--- src/rtl/stt_pkg.sv ---
package stt_pkg;

    // Register indexes of the configuration port.
    localparam logic REG_SPECIAL_LOW  = 1'b0;
    localparam logic REG_SPECIAL_HIGH = 1'b1;

    localparam logic [63:0] SPECIAL_LOW_RESET  = 64'd864708720641180672;
    localparam logic [63:0] SPECIAL_HIGH_RESET = 64'd2882303761517117440;

    localparam logic [7:0] CH_TAB     = 8'h09;
    localparam logic [7:0] CH_NEWLINE = 8'h0A;
    localparam logic [7:0] CH_CR      = 8'h0D;
    localparam logic [7:0] CH_SPACE   = 8'h20;
    localparam logic [7:0] CH_STAR    = 8'h2A;
    localparam logic [7:0] CH_SLASH   = 8'h2F;

    localparam int CLS_DEPTH = 2;
    localparam int RES_DEPTH = 4;

    // One text byte after classification.
    typedef struct packed {
        logic [7:0] value;
        logic       is_zero;
        logic       is_special;
        logic       is_space;
        logic       is_newline;
        logic       is_slash;
        logic       is_star;
    } class_t;

    // One result item.
    typedef struct packed {
        logic [7:0]  token_byte;
        logic        token_first;
        logic        token_last;
        logic [15:0] line_number;
        logic        text_done;
    } res_t;

    // Up to two results produced while scanning one byte.
    typedef struct packed {
        res_t [1:0] slot;
        logic [1:0] count;
    } pair_t;

    // Scanner state apart from the line counter.
    typedef struct packed {
        logic [7:0] held_byte;
        logic       held_valid;
        logic       held_first;
        logic       in_token;
        logic       in_line_cmt;
        logic       in_block_cmt;
        logic       star_seen;
        logic       slash_pend;
        logic       done_pend;
    } scan_t;

    localparam scan_t SCAN_IDLE = '0;

    function automatic res_t make_res(input logic [7:0] b, input logic first,
                                      input logic last, input logic done,
                                      input logic [15:0] line);
        res_t r;
        r.token_byte  = b;
        r.token_first = first;
        r.token_last  = last;
        r.line_number = line;
        r.text_done   = done;
        return r;
    endfunction

    // Appends a result to the pair; a third result is dropped.
    function automatic pair_t put_res(input pair_t p, input res_t r);
        pair_t q;
        q = p;
        if (q.count != 2'd2)
        begin
            q.slot[q.count[0]] = r;
            q.count = q.count + 2'd1;
        end
        return q;
    endfunction

endpackage

--- src/rtl/stt_fifo.sv ---
module stt_fifo #(
    parameter int WIDTH = 8,
    parameter int DEPTH = 4
) (
    input  logic                       clk,
    input  logic                       rst_n,
    input  logic                       wr_en0,
    input  logic [WIDTH-1:0]           wr_data0,
    input  logic                       wr_en1,
    input  logic [WIDTH-1:0]           wr_data1,
    input  logic                       rd_en,
    output logic [WIDTH-1:0]           rd_data,
    output logic [$clog2(DEPTH):0]     count
);

    localparam int AW = $clog2(DEPTH);
    localparam int CW = AW + 1;

    // The second write port is only used together with the first one.
    logic [WIDTH-1:0] mem_reg [DEPTH];
    logic [AW-1:0]    rd_ptr_reg;
    logic [AW-1:0]    rd_ptr_next;
    logic [AW-1:0]    wr_ptr_reg;
    logic [AW-1:0]    wr_ptr_next;
    logic [CW-1:0]    count_reg;
    logic [CW-1:0]    count_next;
    logic [CW-1:0]    wr_num;

    assign wr_num      = CW'(wr_en0) + CW'(wr_en1);
    assign wr_ptr_next = wr_ptr_reg + AW'(wr_num);
    assign rd_ptr_next = rd_ptr_reg + AW'(rd_en);
    assign count_next  = count_reg + wr_num - CW'(rd_en);

    always_ff @(posedge clk or negedge rst_n)
    begin
        if (!rst_n)
        begin
            rd_ptr_reg <= '0;
            wr_ptr_reg <= '0;
            count_reg  <= '0;
        end
        else
        begin
            rd_ptr_reg <= rd_ptr_next;
            wr_ptr_reg <= wr_ptr_next;
            count_reg  <= count_next;
        end
    end

    always_ff @(posedge clk)
    begin
        if (wr_en0)
        begin
            mem_reg[wr_ptr_reg] <= wr_data0;
        end
        if (wr_en1)
        begin
            mem_reg[wr_ptr_reg + AW'(1)] <= wr_data1;
        end
    end

    assign rd_data = mem_reg[rd_ptr_reg];
    assign count   = count_reg;

endmodule

--- src/rtl/stt_front.sv ---
module stt_front (
    input  logic                  clk,
    input  logic                  rst_n,
    input  logic                  cfg_write,
    input  logic                  cfg_index,
    input  logic [63:0]           cfg_data,
    input  logic                  push,
    input  logic [7:0]            text_byte,
    output logic                  full,
    output logic                  cls_valid,
    output stt_pkg::class_t       cls_item,
    input  logic                  cls_pop
);

    localparam int CW = $clog2(stt_pkg::CLS_DEPTH) + 1;

    logic [63:0]       special_low_reg;
    logic [63:0]       special_high_reg;
    stt_pkg::class_t   cls_in;
    logic              accept;
    logic [CW-1:0]     cls_count;
    logic [$bits(stt_pkg::class_t)-1:0] cls_raw;

    always_ff @(posedge clk or negedge rst_n)
    begin
        if (!rst_n)
        begin
            special_low_reg  <= stt_pkg::SPECIAL_LOW_RESET;
            special_high_reg <= stt_pkg::SPECIAL_HIGH_RESET;
        end
        else if (cfg_write)
        begin
            case (cfg_index)
                stt_pkg::REG_SPECIAL_LOW:  special_low_reg  <= cfg_data;
                stt_pkg::REG_SPECIAL_HIGH: special_high_reg <= cfg_data;
                default: ;
            endcase
        end
    end

    // Bytes from 128 up are never special.
    always_comb
    begin
        cls_in.value      = text_byte;
        cls_in.is_zero    = (text_byte == 8'h00);
        cls_in.is_special = !text_byte[7] &&
                            (text_byte[6] ? special_high_reg[text_byte[5:0]]
                                          : special_low_reg[text_byte[5:0]]);
        cls_in.is_space   = (text_byte == stt_pkg::CH_SPACE) ||
                            ((text_byte >= stt_pkg::CH_TAB) &&
                             (text_byte <= stt_pkg::CH_CR));
        cls_in.is_newline = (text_byte == stt_pkg::CH_NEWLINE);
        cls_in.is_slash   = (text_byte == stt_pkg::CH_SLASH);
        cls_in.is_star    = (text_byte == stt_pkg::CH_STAR);
    end

    assign full   = (cls_count == CW'(stt_pkg::CLS_DEPTH));
    assign accept = push && !full;

    stt_fifo #(
        .WIDTH ($bits(stt_pkg::class_t)),
        .DEPTH (stt_pkg::CLS_DEPTH)
    ) u_cls_fifo (
        .clk      (clk),
        .rst_n    (rst_n),
        .wr_en0   (accept),
        .wr_data0 (cls_in),
        .wr_en1   (1'b0),
        .wr_data1 ('0),
        .rd_en    (cls_pop),
        .rd_data  (cls_raw),
        .count    (cls_count)
    );

    assign cls_item  = stt_pkg::class_t'(cls_raw);
    assign cls_valid = (cls_count != '0);

endmodule

--- src/rtl/stt_back.sv ---
module stt_back #(
    parameter int LINE_BITS = 16
) (
    input  logic              clk,
    input  logic              rst_n,
    input  logic              cls_valid,
    input  stt_pkg::class_t   cls_item,
    output logic              cls_pop,
    output logic              empty,
    input  logic              pop,
    output logic [7:0]        token_byte,
    output logic              token_first,
    output logic              token_last,
    output logic [15:0]       line_number,
    output logic              text_done
);

    localparam int WIDE = LINE_BITS + 16;
    localparam int CW   = $clog2(stt_pkg::RES_DEPTH) + 1;
    localparam logic [LINE_BITS-1:0] LINE_ONE = LINE_BITS'(1);

    stt_pkg::scan_t          st_reg;
    stt_pkg::scan_t          st_next;
    logic [LINE_BITS-1:0]    line_reg;
    logic [LINE_BITS-1:0]    line_next;
    stt_pkg::pair_t          rp;
    logic                    first;
    logic                    fire;
    logic [CW-1:0]           res_count;
    logic [CW-1:0]           res_free;
    logic [$bits(stt_pkg::res_t)-1:0] res_raw;
    stt_pkg::res_t           head;

    function automatic logic [15:0] sat_line(input logic [LINE_BITS-1:0] v);
        logic [WIDE-1:0] w;
        w = {{16{1'b0}}, v};
        if (w > WIDE'(16'hFFFF))
        begin
            return 16'hFFFF;
        end
        return w[15:0];
    endfunction

    function automatic logic [LINE_BITS-1:0] line_up(input logic [LINE_BITS-1:0] v);
        if (v != '1)
        begin
            return v + LINE_ONE;
        end
        return v;
    endfunction

    always_comb
    begin
        st_next   = st_reg;
        line_next = line_reg;
        rp        = '0;
        first     = 1'b0;

        // A pending end of text leaves before anything else.
        if (st_next.done_pend)
        begin
            rp = stt_pkg::put_res(rp, stt_pkg::make_res(8'h00, 1'b0, 1'b0, 1'b1,
                                                        sat_line(line_next)));
            st_next   = stt_pkg::SCAN_IDLE;
            line_next = LINE_ONE;
        end

        if (st_next.in_line_cmt)
        begin
            if (cls_item.is_zero)
            begin
                st_next.done_pend = 1'b1;
            end
            else if (cls_item.is_newline)
            begin
                line_next = line_up(line_next);
                st_next.in_line_cmt = 1'b0;
            end
        end
        else if (st_next.in_block_cmt)
        begin
            if (cls_item.is_zero)
            begin
                st_next.done_pend = 1'b1;
            end
            else if (cls_item.is_newline)
            begin
                line_next = line_up(line_next);
                st_next.star_seen = 1'b0;
            end
            else if (st_next.star_seen && cls_item.is_slash)
            begin
                st_next.in_block_cmt = 1'b0;
                st_next.star_seen    = 1'b0;
            end
            else
            begin
                st_next.star_seen = cls_item.is_star;
            end
        end
        else if (st_next.slash_pend && (cls_item.is_slash || cls_item.is_star))
        begin
            // The slash opens a comment and closes any word in progress.
            st_next.slash_pend = 1'b0;
            if (st_next.held_valid)
            begin
                rp = stt_pkg::put_res(rp, stt_pkg::make_res(st_next.held_byte,
                         st_next.held_first, 1'b1, 1'b0, sat_line(line_next)));
            end
            st_next.held_valid   = 1'b0;
            st_next.in_token     = 1'b0;
            st_next.in_line_cmt  = cls_item.is_slash;
            st_next.in_block_cmt = cls_item.is_star;
            st_next.star_seen    = 1'b0;
        end
        else
        begin
            // A slash that opened no comment becomes a word byte.
            if (st_next.slash_pend)
            begin
                st_next.slash_pend = 1'b0;
                first = !(st_next.held_valid && st_next.in_token);
                if (st_next.held_valid)
                begin
                    rp = stt_pkg::put_res(rp, stt_pkg::make_res(st_next.held_byte,
                             st_next.held_first, !st_next.in_token, 1'b0,
                             sat_line(line_next)));
                end
                st_next.held_byte  = stt_pkg::CH_SLASH;
                st_next.held_first = first;
                st_next.in_token   = 1'b1;
                st_next.held_valid = 1'b1;
            end

            if (cls_item.is_zero || cls_item.is_special || cls_item.is_space)
            begin
                if (st_next.held_valid)
                begin
                    rp = stt_pkg::put_res(rp, stt_pkg::make_res(st_next.held_byte,
                             st_next.held_first, 1'b1, 1'b0, sat_line(line_next)));
                end
                st_next.held_valid = 1'b0;
                st_next.in_token   = 1'b0;
                if (cls_item.is_zero)
                begin
                    st_next.done_pend = 1'b1;
                end
                else
                begin
                    if (cls_item.is_newline)
                    begin
                        line_next = line_up(line_next);
                    end
                    if (cls_item.is_special)
                    begin
                        st_next.held_byte  = cls_item.value;
                        st_next.held_first = 1'b1;
                        st_next.held_valid = 1'b1;
                    end
                end
            end
            else if (cls_item.is_slash)
            begin
                st_next.slash_pend = 1'b1;
            end
            else
            begin
                first = !(st_next.held_valid && st_next.in_token);
                if (st_next.held_valid)
                begin
                    rp = stt_pkg::put_res(rp, stt_pkg::make_res(st_next.held_byte,
                             st_next.held_first, !st_next.in_token, 1'b0,
                             sat_line(line_next)));
                end
                st_next.held_byte  = cls_item.value;
                st_next.held_first = first;
                st_next.in_token   = 1'b1;
                st_next.held_valid = 1'b1;
            end
        end

        // End of text goes out now unless both result slots are taken.
        if (st_next.done_pend && (rp.count != 2'd2))
        begin
            rp = stt_pkg::put_res(rp, stt_pkg::make_res(8'h00, 1'b0, 1'b0, 1'b1,
                                                        sat_line(line_next)));
            st_next   = stt_pkg::SCAN_IDLE;
            line_next = LINE_ONE;
        end
    end

    assign res_free = CW'(stt_pkg::RES_DEPTH) - res_count;
    assign fire     = cls_valid && (CW'(rp.count) <= res_free);
    assign cls_pop  = fire;

    always_ff @(posedge clk or negedge rst_n)
    begin
        if (!rst_n)
        begin
            st_reg   <= stt_pkg::SCAN_IDLE;
            line_reg <= LINE_ONE;
        end
        else if (fire)
        begin
            st_reg   <= st_next;
            line_reg <= line_next;
        end
    end

    stt_fifo #(
        .WIDTH ($bits(stt_pkg::res_t)),
        .DEPTH (stt_pkg::RES_DEPTH)
    ) u_res_fifo (
        .clk      (clk),
        .rst_n    (rst_n),
        .wr_en0   (fire && (rp.count != 2'd0)),
        .wr_data0 (rp.slot[0]),
        .wr_en1   (fire && (rp.count == 2'd2)),
        .wr_data1 (rp.slot[1]),
        .rd_en    (pop && !empty),
        .rd_data  (res_raw),
        .count    (res_count)
    );

    assign head        = stt_pkg::res_t'(res_raw);
    assign empty       = (res_count == '0);
    assign token_byte  = head.token_byte;
    assign token_first = head.token_first;
    assign token_last  = head.token_last;
    assign line_number = head.line_number;
    assign text_done   = head.text_done;

endmodule

--- src/rtl/style_text_tokenizer_top.sv ---
// Channel    Direction  Handshake              Payload
// text in    input      push / full            text_byte
// tokens     output     empty / pop            token_byte, token_first, token_last,
//                                              line_number, text_done
// config     input      cfg_write (no stall)   cfg_index, cfg_data
//
// One text byte is accepted per cycle while the classify queue has room.
// An accepted byte is registered in the classify queue before the scanner takes it;
// its results, zero to two of them, pass through the result queue to the ports.
// The scanner handles one byte per cycle; it waits only when the result queue
// lacks room for what the byte produces; results drain at one per cycle on pop.
// Reset restores both special-symbol bitmaps, line 1 and an empty scanner.
module style_text_tokenizer_top #(
    parameter int LINE_BITS = 16
) (
    input  logic        clk,
    input  logic        rst_n,
    input  logic        cfg_write,
    input  logic        cfg_index,
    input  logic [63:0] cfg_data,
    input  logic        push,
    input  logic [7:0]  text_byte,
    output logic        full,
    output logic        empty,
    input  logic        pop,
    output logic [7:0]  token_byte,
    output logic        token_first,
    output logic        token_last,
    output logic [15:0] line_number,
    output logic        text_done
);

    // The front stage owns the configuration bitmaps and tags every byte with
    // its class, so the scanner only needs narrow flags to make decisions.
    logic            cls_valid;
    logic            cls_pop;
    stt_pkg::class_t cls_item;

    stt_front u_front (
        .clk       (clk),
        .rst_n     (rst_n),
        .cfg_write (cfg_write),
        .cfg_index (cfg_index),
        .cfg_data  (cfg_data),
        .push      (push),
        .text_byte (text_byte),
        .full      (full),
        .cls_valid (cls_valid),
        .cls_item  (cls_item),
        .cls_pop   (cls_pop)
    );

    // The back stage holds one byte as lookahead, tracks comments and lines,
    // and writes its results into a small queue that feeds the result ports.
    stt_back #(
        .LINE_BITS (LINE_BITS)
    ) u_back (
        .clk         (clk),
        .rst_n       (rst_n),
        .cls_valid   (cls_valid),
        .cls_item    (cls_item),
        .cls_pop     (cls_pop),
        .empty       (empty),
        .pop         (pop),
        .token_byte  (token_byte),
        .token_first (token_first),
        .token_last  (token_last),
        .line_number (line_number),
        .text_done   (text_done)
    );

`ifndef SYNTHESIS
    // An accepted byte is waiting for the scanner at the next edge.
    assert property (@(posedge clk) disable iff (!rst_n)
        (push && !full) |=> cls_valid)
    else $error("accepted byte missing from classify queue");

    // The end-of-text item carries no token byte or marks.
    assert property (@(posedge clk) disable iff (!rst_n)
        (!empty && text_done) |-> (token_byte == 8'h00 && !token_first && !token_last))
    else $error("end-of-text item carries token data");

    // Lines are counted from one.
    assert property (@(posedge clk) disable iff (!rst_n)
        !empty |-> (line_number != 16'h0000))
    else $error("line number is zero");

    // The scanner only takes a byte that the front has queued.
    assert property (@(posedge clk) disable iff (!rst_n)
        cls_pop |-> cls_valid)
    else $error("scanner consumed from an empty classify queue");
`endif

endmodule

--- config.mk ---
export PLATFORM = sky130hd
export DESIGN_NAME = style_text_tokenizer_top
export DESIGN_NICKNAME = d
export VERILOG_FILES = /design/src/rtl/stt_pkg.sv /design/src/rtl/stt_fifo.sv /design/src/rtl/stt_front.sv /design/src/rtl/stt_back.sv /design/src/rtl/style_text_tokenizer_top.sv
export SDC_FILE = /design/constraint.sdc
export NUM_CORES = 1
export LEC_CHECK = 0
export BUFFER_PORTS_ARGS = -buffer_cell sky130_fd_sc_hd__buf_2
export CORE_ASPECT_RATIO = 0.75
export CORE_UTILIZATION = 50
export DETAILED_ROUTE_END_ITERATION = 10
export PLACE_DENSITY = 0.71
export SYNTH_ARGS = -nofsm -noshare
export SYNTH_HDL_FRONTEND = slang
export SYNTH_SLANG_ARGS = --single-unit
--- constraint.sdc ---
create_clock -name clk -period 6.3 [get_ports clk]
set_input_delay 1.26 -clock clk [delete_from_list [all_inputs] [get_ports clk]]
set_output_delay 1.26 -clock clk [all_outputs]
set_load 0.02 [all_outputs]
### Yosys cells after proc, flatten, opt, wreduce, memory -nomap -nowiden

Memory sizes are Yosys's and may differ from the RTL's.
Index checks and enable logic that the tools add are counted.

* register bits after elaboration: 171
* memory bits (writable): 136
* input bits: 78
* output and inout bits: 29
* logic and storage cells: 192
* memories kept: 2

* $add $sub $neg: 15
* order comparisons: 10
* eq/ne operators: 10
* multiplexer cells: 104
* bitwise operators: 1
* reduce and logical (&&, ||, !) cells: 32

Memories
* u_back.u_res_fifo.mem_reg: depth 4, width 27, rd ports 1, clocked after Yosys merged registers in 0, write ports 2, line stt_fifo.sv:20 `logic [WIDTH-1:0] mem_reg [DEPTH];`
* u_front.u_cls_fifo.mem_reg: depth 2, width 14, rd ports 1, clocked after Yosys merged registers in 0, write ports 1, line stt_fifo.sv:20

Operators by type and width (count)
* 56-bit 2-to-1 mux: 19
* 16-bit 2-to-1 mux: 18
* 54-bit bitwise mux: 5
* 27-bit demux with 1-bit select: 3
* 27-bit 2-to-1 mux: 3
* 11-bit 2-to-1 mux: 7
* 1-bit 2-to-1 mux: 38
* 8-bit by 6-bit equality test with 1-bit output (second input constant): 3
* 10-bit 2-to-1 mux: 2
* 19-bit 2-to-1 mux: 1
* 16-bit by 1-bit adder with 16-bit output (second input constant): 1
* 16-bit != test (second input constant): 1
* 1-bit logical AND: 15
* 1-bit binary-select mux with 6-bit select: 2
* 12-bit 2-to-1 mux: 1
* 2-bit by 1-bit adder with 2-bit output (second input constant): 4
* 8-bit by 4-bit equality test with 1-bit output (second input constant): 1
* 8-bit by 4-bit >= comparator with 1-bit output (second input constant): 1
* 8-bit by 4-bit <= comparator with 1-bit output (second input constant): 1
* 8-bit logical NOT: 1
* 8-bit 2-to-1 mux: 1
* 1-bit logical NOT: 7
* 6-bit by 7-bit less-than comparator with 1-bit output (second input constant): 1
* 1-bit by 2-bit less-than comparator with 1-bit output (second input constant): 3
* 19 further kinds: 33

### Depth between registers and ports, before layout

Gate-level depths: netlist of the first run.

* depth in word-level cells: 37
* mapped depth: 27
* mapped depth without buffers: 23

### Cells and area by module

From an unflattened synthesis of the first run, not the netlist that was laid out.

* cell total of the unflattened synthesis: 1176
* area total of the unflattened synthesis: 16480.8 um2

Modules (own cells, without submodules)
* stt_front: instances 1, cells an instance 385, area an instance 6010.8 um2, sequential area each 3210.6 um2
* stt_fifo at u_back.u_res_fifo: instances 1, cells an instance 297, area an instance 5838.1 um2, sequential area each 3418.3 um2
* stt_back: instances 1, cells an instance 399, area an instance 3017.9 um2, sequential area each 802.0 um2
* stt_fifo at u_front.u_cls_fifo: instances 1, cells an instance 95, area an instance 1614.0 um2, sequential area each 940.9 um2

### Least setup slack after synthesis of the first run

OpenSTA, ideal clock, no wires.

* path kind: register to register
* start point: register u_front.u_cls_fifo.rd_ptr_reg
* end point: memory u_back.u_res_fifo.mem_reg[0][0] (netlist bit), enable pin
* setup time: 0.452 ns
* arrival time: 6.220 ns
* data required time: 5.848 ns
* path slack: -0.372 ns
* stages on the path, launching flop included: 20
* buffers on the path: 4
* clock period less this slack: 6.672 ns
* cells stage by stage: dfrtp_1 buf_2 mux2_2 o21ai_2 a21boi_1 nor2_2 inv_1 ha_1 a311oi_4 clkbuf_1 a21o_1 ha_1 nor2b_1 o211a_1 or2_2 clkbuf_1 clkbuf_1 a21oi_1 nand2_1 o31ai_1

RTL lines
* start, declared: line stt_fifo.sv:21 `logic [AW-1:0] rd_ptr_reg;`
* start signal, assigned: line stt_fifo.sv:44 `rd_ptr_reg <= rd_ptr_next;`
* end, declared: line stt_fifo.sv:20

### Worst setup path after layout of the first run

* start point: register u_front.u_cls_fifo.rd_ptr_reg
* end point: register u_back.line_reg[8]

* cells in the longest elaborated chain, start to end: 12
* elaborated cells between the ends (all ways): 33
* those cells by class: 1 x add/sub; 1 x order compare; 1 x eq/ne; 23 x mux; 6 x reduce/logical; 1 x memory

RTL lines
* memory 2 x 14 bit *
* 1-bit logical OR (2 in a row): line stt_back.sv:135 `if (cls_item.is_zero || cls_item.is_special || cls_item.is_space)`
* 56-bit 2-to-1 mux: line stt_back.sv:135
* 56-bit 2-to-1 mux: line stt_back.sv:101 `else if (st_next.slash_pend && (cls_item.is_slash || cls_item.is_star))`
* 56-bit 2-to-1 mux: line stt_back.sv:80 `else if (st_next.in_block_cmt)`
* 56-bit 2-to-1 mux: line stt_back.sv:68 `if (st_next.in_line_cmt)`
* 2-bit by 1-bit adder with 2-bit output / 2-bit != test (equally long branches): line stt_pkg.sv:80, stt_pkg.sv:77, stt_back.sv:183
* 56-bit 2-to-1 mux / 1-bit logical AND (equally long branches): line stt_pkg.sv:77, stt_back.sv:183
* 56-bit 2-to-1 mux: line stt_back.sv:183 `if (st_next.done_pend && (rp.count != 2'd2))`
* 2-bit by 3-bit <= comparator with 1-bit output: line stt_back.sv:193 `assign fire = cls_valid && (CW'(rp.count) <= res_free);`
* 1-bit logical AND: line stt_back.sv:193
* end signal, assigned: line stt_back.sv:206 `line_reg <= line_next;`
* end, declared: line stt_back.sv:24 `logic [LINE_BITS-1:0] line_reg;`

Mark *: on every way between the ends. The rest lies on a longest branch, timed or not.
A chain may end at the register's enable or synchronous reset.

==> PnR_summary.wiki, run 1 <==
{| class="wikitable"
! Metric !! Value
|-
| Routed wire length || 35100 um
|-
| Most used flip-flop cell after synthesis || sky130_fd_sc_hd__dfrtp_1
|-
| Final Instance Area || 0.0171 mm^2
|-
| Vias per cell || roughly 5.9
|-
| Slowest library cell on the worst path || sky130_fd_sc_hd__a311oi_4
|-
| Wire length of the first global-routing pass || ~57000 um
|-
| Largest net degree at the start of global routing || 72
|-
| Worst-case clock skew || around 0.0094 ns
|-
| Unrepaired setup endpoints after global routing || no
|-
| Result of the run || completed
|-
| Area occupied by multi-input gates || 0.00634 mm^2
|-
| Slew HR || 0.293
|-
| Final Slew Violations || 0
|-
| Number of enable-type register cells in the synthesized netlist || roughly 140
|-
| Setup violations, final || 0
|-
| Yosys warning total || 0
|-
| Clock network latency to the later pin of the worst-skew pair || 0.56 ns
|-
| Cells on worst reg2reg path || 19
|-
| Final Wtd Congestion || 0.902
|-
| Vias after detailed routing || 9704
|-
| Biggest area consumer among synthesized cells || sky130_fd_sc_hd__dfrtp_1
|-
| Fraction of synthesis flops using an asynchronous set or reset pin || 0.557
|-
| GR Overflow Total || 0
|-
| Count of fill cells added during filler insertion || 2344
|-
| Core region area || 0.0293 mm^2
|-
| Most area-consuming cells after synthesis || sky130_fd_sc_hd__dfrtp_1 27%, sky130_fd_sc_hd__edfxtp_1 27%, sky130_fd_sc_hd__mux2_2 10%
|-
| Distinct cell type count after synthesis || 79
|-
| Number of buffers created by CTS || 30
|-
| Horizontal die dimension || 202 um
|-
| Post-Syn Area per Cell || 13.4 um^2
|-
| I/O pin total || 107
|-
| Final TNS setup || 0 ns
|-
| Tmin final || 5.88 ns
|-
| Buffer depth of the longest clock path || 3
|-
| Tightest Pin Transition || 1.05 ns
|-
| Top-area cell type share of the netlist area || 0.272
|-
| Flip-flop count of the largest register, all copies and words added || around 110
|-
| Fraction of final layout cells with drive strength greater than 1 || 0.330
|-
| Antenna diodes || 0
|-
| Layout net count || ~1300
|-
| Worst setup margin || roughly 0.42 ns
|-
| Critical-path cell list || buf_4 -> nor4_2 -> o21ai_2 -> a21boi_1 -> nor2_2 -> inv_1 -> ha_1 -> a311oi_4 -> a21o_1 -> ha_1 -> nor2b_1 -> o211a_1 -> or2_2 -> buf_4 -> buf_4 -> inv_1 -> nand2_1 -> or4_1 -> nand3_1
|-
| H-tree level count || 1
|-
| Flop and latch count out of synthesis || 307
|-
| Residual DRC count || 0
|-
| Timing startpoint of the critical path || u_front.u_cls_fifo.rd_ptr_reg$_DFF_PN0_
|-
| Clock slew at reported path FFs || roughly 0.060 ns
|-
| Number of global-route vias before repair || 9973
|-
| Reg2reg start || u_front.u_cls_fifo.rd_ptr_reg$_DFF_PN0_
|-
| CP required || 6.79 ns
|-
| PortBufs || 106
|-
| Number of nets in the synthesized netlist || 1222
|-
| Worst Setup Start Kind || register
|-
| Worst path top cell family by delay || simple AND/OR/NAND/NOR gates
|-
| Overall die area || between 0.03 and 0.04 mm^2
|-
| Cell count after synthesis || 1126
|-
| Global-route usage over all layers || 0.235
|-
| Reg-to-Reg End || u_back.line_reg[8]$_DFFE_PN0P_
|-
| Flop-to-flop setup slack || 0.42 ns
|-
| Cell area after placement || 0.0161 mm^2
|-
| Final hold violation count || 0
|-
| Synth-to-layout area growth || 13.6%
|-
| Cell row count || 54
|-
| Critical path capture point || u_back.line_reg[8]$_DFFE_PN0P_
|-
| Crit Path Class || reg -> reg
|-
| Worst path max stage delay || 0.62 ns
|-
| Power Density || 464 mW/mm^2
|-
| Nature of the critical path endpoint || register
|-
| Register area || 0.00837 mm^2
|-
| Largest fanout on the critical path || 21
|-
| Number of antenna-violating nets in the routed design || 0
|-
| Mapped cell area || ~0.015 mm^2
|-
| Number of logic stages on the critical path including buffering || 19
|-
| Maxcap violations || 0
|-
| Max frequency || 0.170 GHz
|-
| Number of DRC markers in iteration 0 || 840
|-
| Cell seen most often among critical-path stages || sky130_fd_sc_hd__buf_4
|-
| Initial cell density of the core || 0.514
|-
| Maximum vdd drop || 0.270 mV
|-
| Initial antenna violation count || 0
|-
| Clock sink total || between 300 and 400
|-
| Wire length per cell after detailed routing || 21.3 um
|-
| Min-Delay Path Class || reg -> reg
|-
| CP bufs+invs || 5
|-
| Drt first pass iters || 5
|-
| Library cell used as clock root buffer || sky130_fd_sc_hd__clkbuf_16
|-
| Sequential-to-total area share from yosys stat || 0.556
|-
| Die boundary height || 152 um
|-
| CTS tree || yes
|-
| Overall power consumption || 0.00795 W
|-
| Static leakage || 6.82 nW
|-
| Pre-CTS setup slack || roughly 0.35 ns
|-
| HPWL after DPL || ~24000 um
|-
| Data arrival time of the critical path || around 6.4 ns
|-
| Period utilisation layout || 0.933
|}
-- layout by cell type (no fill, tap or decap), types with 8 or more instances in the layout --
| cell type | Yosys | routed |
|---|---|---|
| sky130_fd_sc_hd__clkbuf_16 | 0 | 31 |
| sky130_fd_sc_hd__nor2b_1 | 13 | 11 |
| sky130_fd_sc_hd__buf_2 | 11 | 105 |
| sky130_fd_sc_hd__o21ai_0 | 58 | 58 |
| sky130_fd_sc_hd__mux2i_1 | 35 | 35 |
| sky130_fd_sc_hd__dfrtp_1 | 164 | 163 |
| sky130_fd_sc_hd__o21a_1 | 8 | 8 |
| sky130_fd_sc_hd__or3_1 | 11 | 11 |
| sky130_fd_sc_hd__xnor2_1 | 8 | 8 |
| sky130_fd_sc_hd__edfxtp_1 | 136 | 136 |
| sky130_fd_sc_hd__a21oi_1 | 18 | 18 |
| sky130_fd_sc_hd__and2_1 | 62 | 62 |
| sky130_fd_sc_hd__nor3_1 | 9 | 9 |
| sky130_fd_sc_hd__nor2_1 | 45 | 44 |
| sky130_fd_sc_hd__nand2_1 | 52 | 51 |
| sky130_fd_sc_hd__clkinv_1 | 0 | 8 |
| sky130_fd_sc_hd__mux4_2 | 54 | 54 |
| sky130_fd_sc_hd__buf_4 | 1 | 33 |
| sky130_fd_sc_hd__a21o_1 | 9 | 9 |
| sky130_fd_sc_hd__ha_1 | 17 | 17 |
| sky130_fd_sc_hd__nand4_1 | 11 | 11 |
| sky130_fd_sc_hd__mux2_2 | 140 | 140 |
| sky130_fd_sc_hd__nand3_1 | 30 | 30 |
| sky130_fd_sc_hd__inv_1 | 27 | 27 |
| sky130_fd_sc_hd__nor4_1 | 10 | 10 |
-- how the worst min path moves through the flow --
stage	from	end	slack, ns	depth (start not counted)
3_3_place_gp	u_front.special_high_reg[39]$_DFFE_PN0P_	u_front.special_high_reg[39]$_DFFE_PN0P_	0.48	1
6_report	u_back.st_reg[12]$_DFFE_PN0P_	u_back.st_reg[12]$_DFFE_PN0P_	0.50	1
4_1_cts	u_front.special_high_reg[26]$_DFFE_PN0P_	u_front.special_high_reg[26]$_DFFE_PN0P_	0.50	1
3_5_place_dp	u_front.special_high_reg[26]$_DFFE_PN0P_	u_front.special_high_reg[26]$_DFFE_PN0P_	0.49	1
5_1_grt	u_front.special_high_reg[14]$_DFFE_PN0P_	u_front.special_high_reg[14]$_DFFE_PN0P_	0.51	1
2_1_floorplan	u_back.st_reg[12]$_DFFE_PN0P_	u_back.st_reg[12]$_DFFE_PN0P_	0.46	1
-- area by class of cell --
cell class | count | area share
Inverter | 29 | 0.00636
Timing Repair Buffer | 140 | 0.0470
Tap cell | 392 | 0.0286
Clock inverter | 22 | 0.0120
Sequential cell | 307 | 0.489
Clock buffer | 34 | 0.0471
Multi-Input combinational cell | 719 | 0.370
-- cell families (layout without fill, tap and decap cells) --
family | count (synthesis) | count (layout) | share of synthesized area
DFF | 307 | 307 | 0.556
buffers and inverters | 100 | 225 | 0.0261
AOI/OAI and AO/OA | 185 | 185 | 0.0861
adders and majority gates | 18 | 18 | 0.0154
xor gates and xnor gates | 9 | 9 | 0.00523
and+or+nand+nor | 277 | 277 | 0.102
muxes | 230 | 230 | 0.209
-- per-stage QoR --
stage / hold WS [ns] / util / std cells
floorplan: 0.456 / - / 1126
global placement: 0.482 / 0.548 / 1582
detailed placement: 0.489 / 0.548 / 1582
CTS: 0.503 / 0.582 / 1638
global route: 0.509 / 0.584 / 1643
finish: 0.499 / 0.584 / 1643
-- per-layer routing --
layer,global-route usage,wire length (um),vias to the layer above
li1,-,-,4480
met3,0.0391,1990,41
met5,0,0,-
met4,0.0430,543,0
met2,0.346,15400,263
met1,0.367,17200,4920
-- synthesized netlist by cell type, types with 5 or more instances --
library cell,number
sky130_fd_sc_hd__and2_1,62
sky130_fd_sc_hd__edfxtp_1,136
sky130_fd_sc_hd__o22ai_1,5
sky130_fd_sc_hd__o211ai_1,7
sky130_fd_sc_hd__o21ai_0,58
sky130_fd_sc_hd__nor3_1,9
sky130_fd_sc_hd__nor4_1,10
sky130_fd_sc_hd__nand3_1,30
sky130_fd_sc_hd__nor2b_1,13
sky130_fd_sc_hd__o21a_1,8
sky130_fd_sc_hd__mux2_2,140
sky130_fd_sc_hd__dfrtp_1,164
sky130_fd_sc_hd__or4_1,5
sky130_fd_sc_hd__a21o_1,9
sky130_fd_sc_hd__nor2_1,45
sky130_fd_sc_hd__inv_1,27
sky130_fd_sc_hd__a31oi_1,7
sky130_fd_sc_hd__nand4_1,11
sky130_fd_sc_hd__clkbuf_1,53
sky130_fd_sc_hd__nand2b_1,5
sky130_fd_sc_hd__nand2_1,52
sky130_fd_sc_hd__a21oi_1,18
sky130_fd_sc_hd__mux4_2,54
sky130_fd_sc_hd__o31ai_1,7
sky130_fd_sc_hd__a22oi_1,7
sky130_fd_sc_hd__ha_1,17
sky130_fd_sc_hd__buf_1,6
sky130_fd_sc_hd__or3_1,11
sky130_fd_sc_hd__buf_2,11
sky130_fd_sc_hd__mux2i_1,35
sky130_fd_sc_hd__a211oi_1,6
sky130_fd_sc_hd__xnor2_1,8
sky130_fd_sc_hd__dfstp_2,7
-- what timing repair did --
| item | CTS | global route |
|---|---|---|
| setup buffers | 0 | 5 |
| setup endpoints to repair | 0 | 9 |
| hold buffers | 0 | 0 |
| endpoints found under the hold margin | 0 | 0 |
| gates resized for setup | 0 | 0 |
-- power by group --
group	internal [W]	switching, W	total, W
registers	0.00269	0.000289	0.00298
clock network	0.00108	0.000757	0.00183
logic	0.00122	0.00191	0.00314
Power figures use the tool's default switching activity.
==> run 2: changes to the inputs <==
PLACE_DENSITY = 0.72   (was 0.71)
==> PnR_summary.wiki, run 2 (synthesis results as in run 1) <==
{| class="wikitable"
! Metric !! Value
|-
| Result of the run || completed
|-
| Number of standard cells in the final layout excluding fillers || 1641
|-
| Overall die area || just over 0.03 mm^2
|-
| Routed wire length || 35200 um
|-
| Combinational share of power || 0.395
|-
| Nature of the critical path endpoint || register
|-
| Horizontal die dimension || 202 um
|-
| Clock network latency to the later pin of the worst-skew pair || 0.52 ns
|-
| Cell depth of the worst min-delay path || 1
|-
| Number of DRC markers in iteration 0 || 818
|-
| Largest fanout on the critical path || 13
|-
| Cells on worst reg2reg path || 22
|-
| Maximum vdd drop || 0.272 mV
|-
| H-tree level count || 2
|-
| Drt first pass iters || 5
|-
| Data arrival time of the critical path || roughly 6 ns
|-
| Min-Delay Path Class || reg -> reg
|-
| CTS tree || yes
|-
| Core region area || 0.0293 mm^2
|-
| Number of antenna-violating nets in the routed design || 0
|-
| Initial antenna violation count || 0
|-
| I/O pin total || about 110
|-
| HPWL after DPL || 24500 um
|-
| Seq pwr share || 0.373
|-
| Terminating pin of the worst hold path || u_front.special_high_reg[12]$_DFFE_PN0P_
|-
| Unrepaired setup endpoints after global routing || no
|-
| Wire length of the first global-routing pass || 56900 um
|-
| Reg2reg start || u_front.u_cls_fifo.rd_ptr_reg$_DFF_PN0_
|-
| Maxcap violations || 0
|-
| Final hold violation count || 0
|-
| Static leakage || 6.78 nW
|-
| Flop-to-flop setup slack || approximately 0.71 ns
|-
| Overall power consumption || 0.00796 W
|-
| Largest net degree at the start of global routing || 65
|-
| Reg-to-Reg End || u_back.u_res_fifo.count[2]$_DFF_PN0_
|-
| Library cell used as clock root buffer || sky130_fd_sc_hd__clkbuf_16
|-
| Number of placed cells counting well taps || 1580
|-
| Cell row count || between 50 and 60
|-
| Vias per cell || 6.00
|-
| Synth-to-layout area growth || 13.4%
|-
| Global-route usage over all layers || 0.236
|-
| Layout net count || about 1300
|-
| Switching share of power || 0.378
|-
| Worst Setup Start Kind || register
|-
| Setup violations, final || 0
|-
| Startpoint of the lowest-slack hold path || u_front.special_high_reg[12]$_DFFE_PN0P_
|-
| Final TNS setup || 0 ns
|-
| Antenna diodes || 0
|-
| Period utilisation layout || 0.887
|-
| Tightest Pin Transition || 1.19 ns
|-
| Worst-case clock skew || 0.0195 ns
|-
| Commonest non-fill, non-tap cell in the layout || sky130_fd_sc_hd__dfrtp_1
|-
| Clock sink total || 307
|-
| Buffer depth of the longest clock path || 3
|-
| Clock slew at reported path FFs || 0.06 ns
|-
| Vias after detailed routing || 9854
|-
| Number of global-route vias before repair || 10008
|-
| Final Slew Violations || 0
|-
| Crit Path Class || reg -> reg
|-
| PortBufs || approximately 110
|-
| GR Overflow Total || 0
|-
| Flip-flop count of the largest register, all copies and words added || 108
|-
| Number of buffers created by CTS || 34
|-
| Max frequency || 0.179 GHz
|-
| CP required || about 6.7 ns
|-
| Residual DRC count || 0
|-
| Number of post-CTS setup repair buffers || 0
|-
| Fraction of final layout cells with drive strength greater than 1 || 0.323
|-
| Power Density || around 470 mW/mm^2
|-
| Initial cell density of the core || 0.514
|-
| Post_cts resized || 0
|-
| Number of hold-repair buffers added at the cts stage || 0
|-
| Psw || ~0.0030 W
|-
| Final Wtd Congestion || 0.939
|-
| Clk network pwr share || 0.232
|-
| Commonest cells after routing, fill and taps aside || 163 x sky130_fd_sc_hd__dfrtp_1, 140 x sky130_fd_sc_hd__mux2_2, 136 x sky130_fd_sc_hd__edfxtp_1, 105 x sky130_fd_sc_hd__buf_2, 62 x sky130_fd_sc_hd__and2_1
|-
| Tmin final || 5.59 ns
|-
| Internal portion of total power || approximately 0.0050 W
|-
| Wire length per cell after detailed routing || 21.5 um
|-
| Slew HR || 0.204
|-
| Die boundary height || 152 um
|}
run 2: per-stage QoR:
stage / hold slack [ns] / instance area, um^2 / setup WS, ns / utilization
3_5_place_dp: 0.487 / 16100 / 0.758 / 0.547
5_1_grt: 0.502 / 17100 / 0.373 / 0.583
3_3_place_gp: 0.483 / 16100 / 0.998 / 0.547
6_report: 0.499 / 17100 / 0.715 / 0.583
2_1_floorplan: 0.456 / 15100 / 0.404 / -
4_1_cts: 0.500 / 17100 / 0.741 / 0.583
run 2: how the worst max path moves through the flow:
| stage | start | to | depth (start not counted) |
|---|---|---|---|
| 3_5_place_dp | u_front.u_cls_fifo.rd_ptr_reg$_DFF_PN0_ | u_back.u_res_fifo.count[2]$_DFF_PN0_ | 23 |
| 6_report | u_front.u_cls_fifo.rd_ptr_reg$_DFF_PN0_ | u_back.u_res_fifo.count[2]$_DFF_PN0_ | 22 |
| 4_1_cts | u_front.u_cls_fifo.rd_ptr_reg$_DFF_PN0_ | u_back.u_res_fifo.count[2]$_DFF_PN0_ | 23 |
| 2_1_floorplan | u_front.u_cls_fifo.rd_ptr_reg$_DFF_PN0_ | u_back.u_res_fifo.mem_reg[2][0]$_DFFE_PP_ | 19 |
| 3_3_place_gp | u_front.u_cls_fifo.rd_ptr_reg$_DFF_PN0_ | u_back.u_res_fifo.count[2]$_DFF_PN0_ | 22 |
| 5_1_grt | u_front.u_cls_fifo.rd_ptr_reg$_DFF_PN0_ | u_back.u_res_fifo.count[2]$_DFF_PN0_ | 22 |
run 2: critical path: stages (launching register included):
cell and delay (ns):
sky130_fd_sc_hd__dfrtp_1 0.42, sky130_fd_sc_hd__or3_1 0.49, sky130_fd_sc_hd__nand4_1 0.16, sky130_fd_sc_hd__o211ai_1 0.17, sky130_fd_sc_hd__nor2_2 0.29, sky130_fd_sc_hd__inv_1 0.11
sky130_fd_sc_hd__ha_1 0.28, sky130_fd_sc_hd__a311oi_4 0.62, sky130_fd_sc_hd__a21o_1 0.22, sky130_fd_sc_hd__ha_1 0.23, sky130_fd_sc_hd__nor2b_1 0.13, sky130_fd_sc_hd__o211a_1 0.21
sky130_fd_sc_hd__or2_2 0.39, sky130_fd_sc_hd__a21oi_1 0.21, sky130_fd_sc_hd__nand2_1 0.16, sky130_fd_sc_hd__inv_1 0.10, sky130_fd_sc_hd__ha_1 0.16, sky130_fd_sc_hd__inv_1 0.07
sky130_fd_sc_hd__ha_1 0.28, sky130_fd_sc_hd__inv_1 0.04, sky130_fd_sc_hd__ha_1 0.18, sky130_fd_sc_hd__fa_1 0.38, sky130_fd_sc_hd__xnor2_1 0.14
run 2: power groups by stage:
stage / clock, W / sequential, W / combinational, W
after floorplan: 0 / 0.00286 / 0.00223
after global routing: 0.00197 / 0.00303 / 0.00341
final: 0.00185 / 0.00297 / 0.00314
after global placement: 0 / 0.00299 / 0.00304
after detailed placement: 0 / 0.00301 / 0.00312
after CTS: 0.00188 / 0.00298 / 0.00313
run 2: cell type report:
cell class / instances / area (um^2)
clock buffers: 54 / 976
clock inverters: 7 / 58.8
fillers: 2355 / 12200
inverters: 29 / 109
multi-input cells: 719 / 6340
flip-flops and latches: 307 / 8370
well taps: 392 / 490
repair buffers: 133 / 739
run 2: routing by layer:
| metal | GRT usage | part of all wire |
|---|---|---|
| met1 | 0.361 | 0.48 |
| met4 | 0.0580 | 0.014 |
| met2 | 0.341 | 0.44 |
| met5 | 0 | 0 |
| met3 | 0.0518 | 0.069 |
